File: src/design/assert_macros.svh
// assertion macros shared by the box dedup table rtl
// no dependencies; included by files that carry concurrent checks
`ifndef ASSERT_MACROS_SVH
`define ASSERT_MACROS_SVH

// same-cycle implication under async active-low reset
`define BDT_ASSERT_IMPLY(label, clk, rst_n, ante, cons, msg) \
    label: assert property (@(posedge clk) disable iff (!rst_n) (ante) |-> (cons)) \
        else $error(msg);

// next-cycle implication under async active-low reset
`define BDT_ASSERT_NEXT(label, clk, rst_n, ante, cons, msg) \
    label: assert property (@(posedge clk) disable iff (!rst_n) (ante) |=> (cons)) \
        else $error(msg);

`endif

File: src/design/bdt_pkg.sv
// types, constants and compare helpers of the box dedup table
// no dependencies; used by the interfaces, the cell and the top level
`default_nettype none

package bdt_pkg;

    localparam int COORD_W     = 10;
    localparam int CORNER_W    = COORD_W + 1;
    localparam int COUNT_OUT_W = 7;
    localparam logic [COORD_W-1:0] TOL_RESET = 10'd30;

    // result codes
    typedef enum logic [1:0] {
        STATUS_NEW   = 2'd0,
        STATUS_MATCH = 2'd1,
        STATUS_FULL  = 2'd2
    } status_t;

    // control sequencer states
    typedef enum logic [1:0] {
        ST_IDLE,
        ST_SCAN,
        ST_FINISH
    } state_t;

    // box held as its two corners, exact (no wrap)
    typedef struct packed {
        logic [CORNER_W-1:0] x1;
        logic [CORNER_W-1:0] y1;
        logic [CORNER_W-1:0] x2;
        logic [CORNER_W-1:0] y2;
    } corner_box_t;

    function automatic logic [CORNER_W-1:0] corner_dist(
        input logic [CORNER_W-1:0] a,
        input logic [CORNER_W-1:0] b
    );
        return (a > b) ? (a - b) : (b - a);
    endfunction

    // both corners closer than the tolerance on both axes
    function automatic logic box_near(
        input corner_box_t a,
        input corner_box_t b,
        input logic [COORD_W-1:0] tol
    );
        logic [CORNER_W-1:0] t;
        t = {1'b0, tol};
        return (corner_dist(a.x1, b.x1) < t) && (corner_dist(a.y1, b.y1) < t) &&
               (corner_dist(a.x2, b.x2) < t) && (corner_dist(a.y2, b.y2) < t);
    endfunction

endpackage

`default_nettype wire

File: src/design/bdt_cell.sv
// one table cell: holds a stored box, compares the passing query and forwards it
// depends on bdt_pkg for the corner box type and compare function
`default_nettype none

module bdt_cell #(
    parameter int CELL_IDX = 0,
    parameter int IDX_W    = 6,
    parameter int CNT_W    = 7
) (
    input  wire logic                          clk,
    input  wire logic                          rst_n,
    input  wire logic                          in_valid,
    input  wire logic                          in_found,
    input  wire bdt_pkg::corner_box_t          in_box,
    output logic                               out_valid,
    output logic                               out_found,
    output bdt_pkg::corner_box_t               out_box,
    input  wire logic [bdt_pkg::COORD_W-1:0]   tol,
    input  wire logic [CNT_W-1:0]              count,
    input  wire logic                          wr_en,
    input  wire logic [IDX_W-1:0]              wr_idx,
    input  wire bdt_pkg::corner_box_t          wr_box
);

    bdt_pkg::corner_box_t entry_reg;
    logic                 valid_reg;
    logic                 found_reg;
    bdt_pkg::corner_box_t box_reg;
    logic                 occupied;
    logic                 hit;

    // entry counts only once the fill count has passed this cell
    assign occupied = CNT_W'(CELL_IDX) < count;
    assign hit      = occupied && bdt_pkg::box_near(in_box, entry_reg, tol);

    // stored entry, written once when the table grows into this cell
    always_ff @(posedge clk)
    begin
        if (wr_en && (wr_idx == IDX_W'(CELL_IDX)))
        begin
            entry_reg <= wr_box;
        end
    end

    // query stage handed to the next cell
    always_ff @(posedge clk or negedge rst_n)
    begin
        if (!rst_n)
        begin
            valid_reg <= 1'b0;
        end
        else
        begin
            valid_reg <= in_valid;
        end
    end

    always_ff @(posedge clk)
    begin
        found_reg <= in_found | hit;
        box_reg   <= in_box;
    end

    assign out_valid = valid_reg;
    assign out_found = found_reg;
    assign out_box   = box_reg;

endmodule

`default_nettype wire

File: config.mk
export PLATFORM = sky130hd
export DESIGN_NAME = bdt_cell
export DESIGN_NICKNAME = d
export VERILOG_FILES = /design/src/design/assert_macros.svh /design/src/design/bdt_pkg.sv /design/src/design/bdt_cell.sv
export SDC_FILE = /design/constraint.sdc
export NUM_CORES = 1
export LEC_CHECK = 0
export BUFFER_PORTS_ARGS = -buffer_cell sky130_fd_sc_hd__buf_4
export CAP_MARGIN = 10
export CORE_MARGIN = 8
export CORE_UTILIZATION = 60
export DETAILED_ROUTE_END_ITERATION = 8
export PLACE_DENSITY = 0.87
export SETUP_SLACK_MARGIN = 0.2
export SLEW_MARGIN = 0
export SYNTH_ARGS = -nofsm -noshare
export SYNTH_HDL_FRONTEND = slang
export SYNTH_SLANG_ARGS = --single-unit
File: constraint.sdc
create_clock -name clk -period 9.2 [get_ports clk]
set_clock_uncertainty 0.2 [all_clocks]
set_input_delay 1.84 -clock clk [delete_from_list [all_inputs] [get_ports clk]]
set_output_delay 1.84 -clock clk [all_outputs]
set_load 0.01 [all_outputs]
==> results.txt <==
Req. time, crit path = 9.29 ns
leakage power figure = 4.33 nW
layout cell share with drive strength beyond 1 = 22.9%
register cell area after layout = 2250 um^2
number of maximum-capacitance constraint violations = 0
synthesized flop and latch total = 90
H-tree depth = 3
Sinks on Clock Net = 90
number of nets produced by synthesis = 981
max-slew violations = 0
slew at the pin closest to its max-slew limit = 0.641 ns
wire length of the first global-routing pass = 26.9 mm
Layout area overhead = 23.3%
height of the die = 124 um
Final ANT Viol Nets = 0
status = completed
post-synth design cell area = 6960 um^2
synthesized netlist cell count = 737
ordered list of cells on the worst path = buf_4, inv_1, ha_1, a21oi_1, a21oi_1, o21ai_1, a21oi_2, a21oi_4, mux2i_1, a21boi_1, o221ai_1, a31oi_1, xnor2_1, ha_1, and4_1, a221oi_1, nand4_1, a311o_1, nor4_1, a41o_1
final worst-path cycle share = 67.5%
diode count = 0
maximum number of pins on one net before global-route repair = 45
register-to-register setup slack = 4.19 ns
Worst Setup Path Type = input pin to register
fraction of the yosys area taken by sequential cells = 32.3%
Residual DRC = 0
global placement routability congestion = 0.963
FMAX = 161 MHz
Hold WC Path Type = register to register
startpoint kind of the worst setup timing path = input pin
DRT Wirelength = 16.7 mm
CP delay by family, top = compound AO/OA/AOI/OAI gates
total vias in the final route = 5766
clock input transition at the sequential cells of the worst setup and hold paths = 0.07 ns
routed len/inst = 16.1 um
number of top-level pins = 162
number of antenna violations at the first check in global routing = 0
Final Setup Violations = 0
post-cts gate resize count = 0
number of DRC markers in iteration 0 = 355
areal power density over the cells = 130 nW/um^2
count of buffer and inverter cells on the critical path = 2
Setup Fix Bufs, Post-CTS = 0
root buffer cell = clkbuf_16
overall die width = 124 um
commonest non-fill, non-tap cell in the layout = buf_4
final critical-path setup slack = 2.99 ns
Worst slew margin = 57.2%
Num CTS Buffers = 9
critical path data arrival time = 6.30 ns
Yosys cell types = 72
site row count = 39
GR Overflow Total = 0
syn avg cell area = 9.44 um^2
Starting Density = 61.2%
number of buffers on the longest clock path = 2
end-of-flow core utilization = 75.4%
minimum period implied by the final worst setup slack = 6.21 ns
detailed placer's ending HPWL = 13.2 mm
1st-pass router iterations = 5
mean number of vias per cell = 5.54
number of port buffers = 161
DP Worst Slack = 2.76 ns
critical path's largest stage delay = 0.48 ns
predominant post-synthesis flop cell = dfxtp_1
async set-reset flop share out of synthesis = 1.11%
clock insertion delay at the later pin of the skew report = 0.35 ns
number of endpoints with negative hold slack in the final report = 0
Die Outline Area = 15300 um^2
number of enable flip-flop cells after synthesis = 44
Worst Setup End Kind = register
Yosys warnings = 0
cell with the largest stage delay on the worst path = a21oi_4
overall routing resource usage = 22.2%
Post-CTS Hold Fix Bufs = 0
fill cell instance count of the final layout = 814
Peak VDD IR = 178 uV
total power = 1.11 mW
TritonCTS clock tree = done
multi-input logic area = 4170 um^2
unrepaired setup endpoints after global routing = no
most frequent cells in the layout = buf_4 (162), ha_1 (120), inv_1 (118)
number of nets at the end of the flow = 1136
placeable core region = 11400 um^2
via count of the first global-routing pass = 5810
accumulated negative setup slack = 0 ns
Critical Path Fanout Max = 16
==> synthesized netlist by cell type, types with 4 or more instances <==
| cell type | count | area [um^2] |
|---|---|---|
| inv_1 | 118 | 443 |
| mux2i_1 | 25 | 250 |
| and3_1 | 7 | 43.8 |
| nor2_1 | 28 | 105 |
| nor3_1 | 7 | 35.0 |
| ha_1 | 120 | 1500 |
| mux2_2 | 7 | 78.8 |
| a21oi_1 | 64 | 320 |
| xnor2_1 | 23 | 201 |
| nand2_1 | 44 | 165 |
| clkbuf_1 | 5 | 18.8 |
| o21bai_1 | 7 | 52.6 |
| nand4_1 | 8 | 50.1 |
| o221ai_1 | 4 | 35.0 |
| fa_1 | 8 | 160 |
| o21ai_1 | 5 | 25.0 |
| nand3_1 | 13 | 65.1 |
| or3_1 | 4 | 25.0 |
| xor2_1 | 10 | 87.6 |
| a21o_1 | 27 | 203 |
| nor2b_1 | 5 | 31.3 |
| dfxtp_1 | 45 | 901 |
| a221oi_1 | 4 | 35.0 |
| a31oi_1 | 5 | 31.3 |
| buf_2 | 10 | 50.1 |
| edfxtp_1 | 44 | 1320 |
| o21ai_0 | 27 | 135 |
==> path summary, 6_finish.rpt <==
check	from	cells past startpoint	endpoint
setup reg to reg	entry_reg[2]	18	out_found
hold / removal	entry_reg[43]	4	out_found
hold reg to reg	entry_reg[43]	4	out_found
max in group asynchronous	rst_n	1	out_valid
min in group asynchronous	rst_n	1	out_valid
setup / recovery	in_box[2]	20	out_found
==> layout make-up <==
| cell class | instances | area share (%) |
|---|---|---|
| timing repair buffer | 162 | 14.2 |
| tap | 143 | 2.09 |
| multi-input combinational | 511 | 48.6 |
| clock inverter | 6 | 1.07 |
| inverter | 118 | 5.17 |
| sequential | 90 | 26.2 |
| clock buffer | 10 | 2.67 |
==> through the flow <==
stage / hold WS [ns] / std cells / area (um^2)
global route: 0.790 / 1040 / 8570
floorplan: 0.622 / 737 / 6960
detailed placement: 0.729 / 1024 / 8250
finish: 0.738 / 1040 / 8570
CTS: 0.749 / 1040 / 8570
global placement: 0.719 / 1024 / 8250
==> routing by layer <==
layer | up-vias | share of wire (%) | global-route usage, % | wire length, um
met3 | 19 | 8.0 | 5.80 | 1340
met2 | 212 | 50 | 38.8 | 8340
met5 | - | 0 | 0 | 0
met1 | 2659 | 40 | 25.8 | 6750
met4 | 0 | 1.6 | 7.37 | 261
li1 | 2876 | - | - | -
==> logic make-up (layout without fill, tap and decap cells) <==
logic type	Yosys count	after routing	share of synthesized area, %
flops	90	90	32.3
fa+ha+maj	128	128	23.9
simple gates	137	137	9.80
xor+xnor	33	33	4.16
buf+inv	136	296	7.84
compound gates	179	179	16.9
mux	34	34	5.11
==> power breakdown <==
part	leakage (nW)	internal (mW)	switching, mW
combinational	3.39	0.136	0.141
clock	0.145	0.239	0.159
sequential	0.787	0.432	0.00368
total	4.33	0.807	0.304
==> tightest hold or removal path: stages, from the launching register on <==
cell and delay, ns:
edfxtp_1 0.36, inv_1 0.07, ha_1 0.16, mux2_2 0.17, a41o_1 0.16
Power figures use the tool's default switching activity.
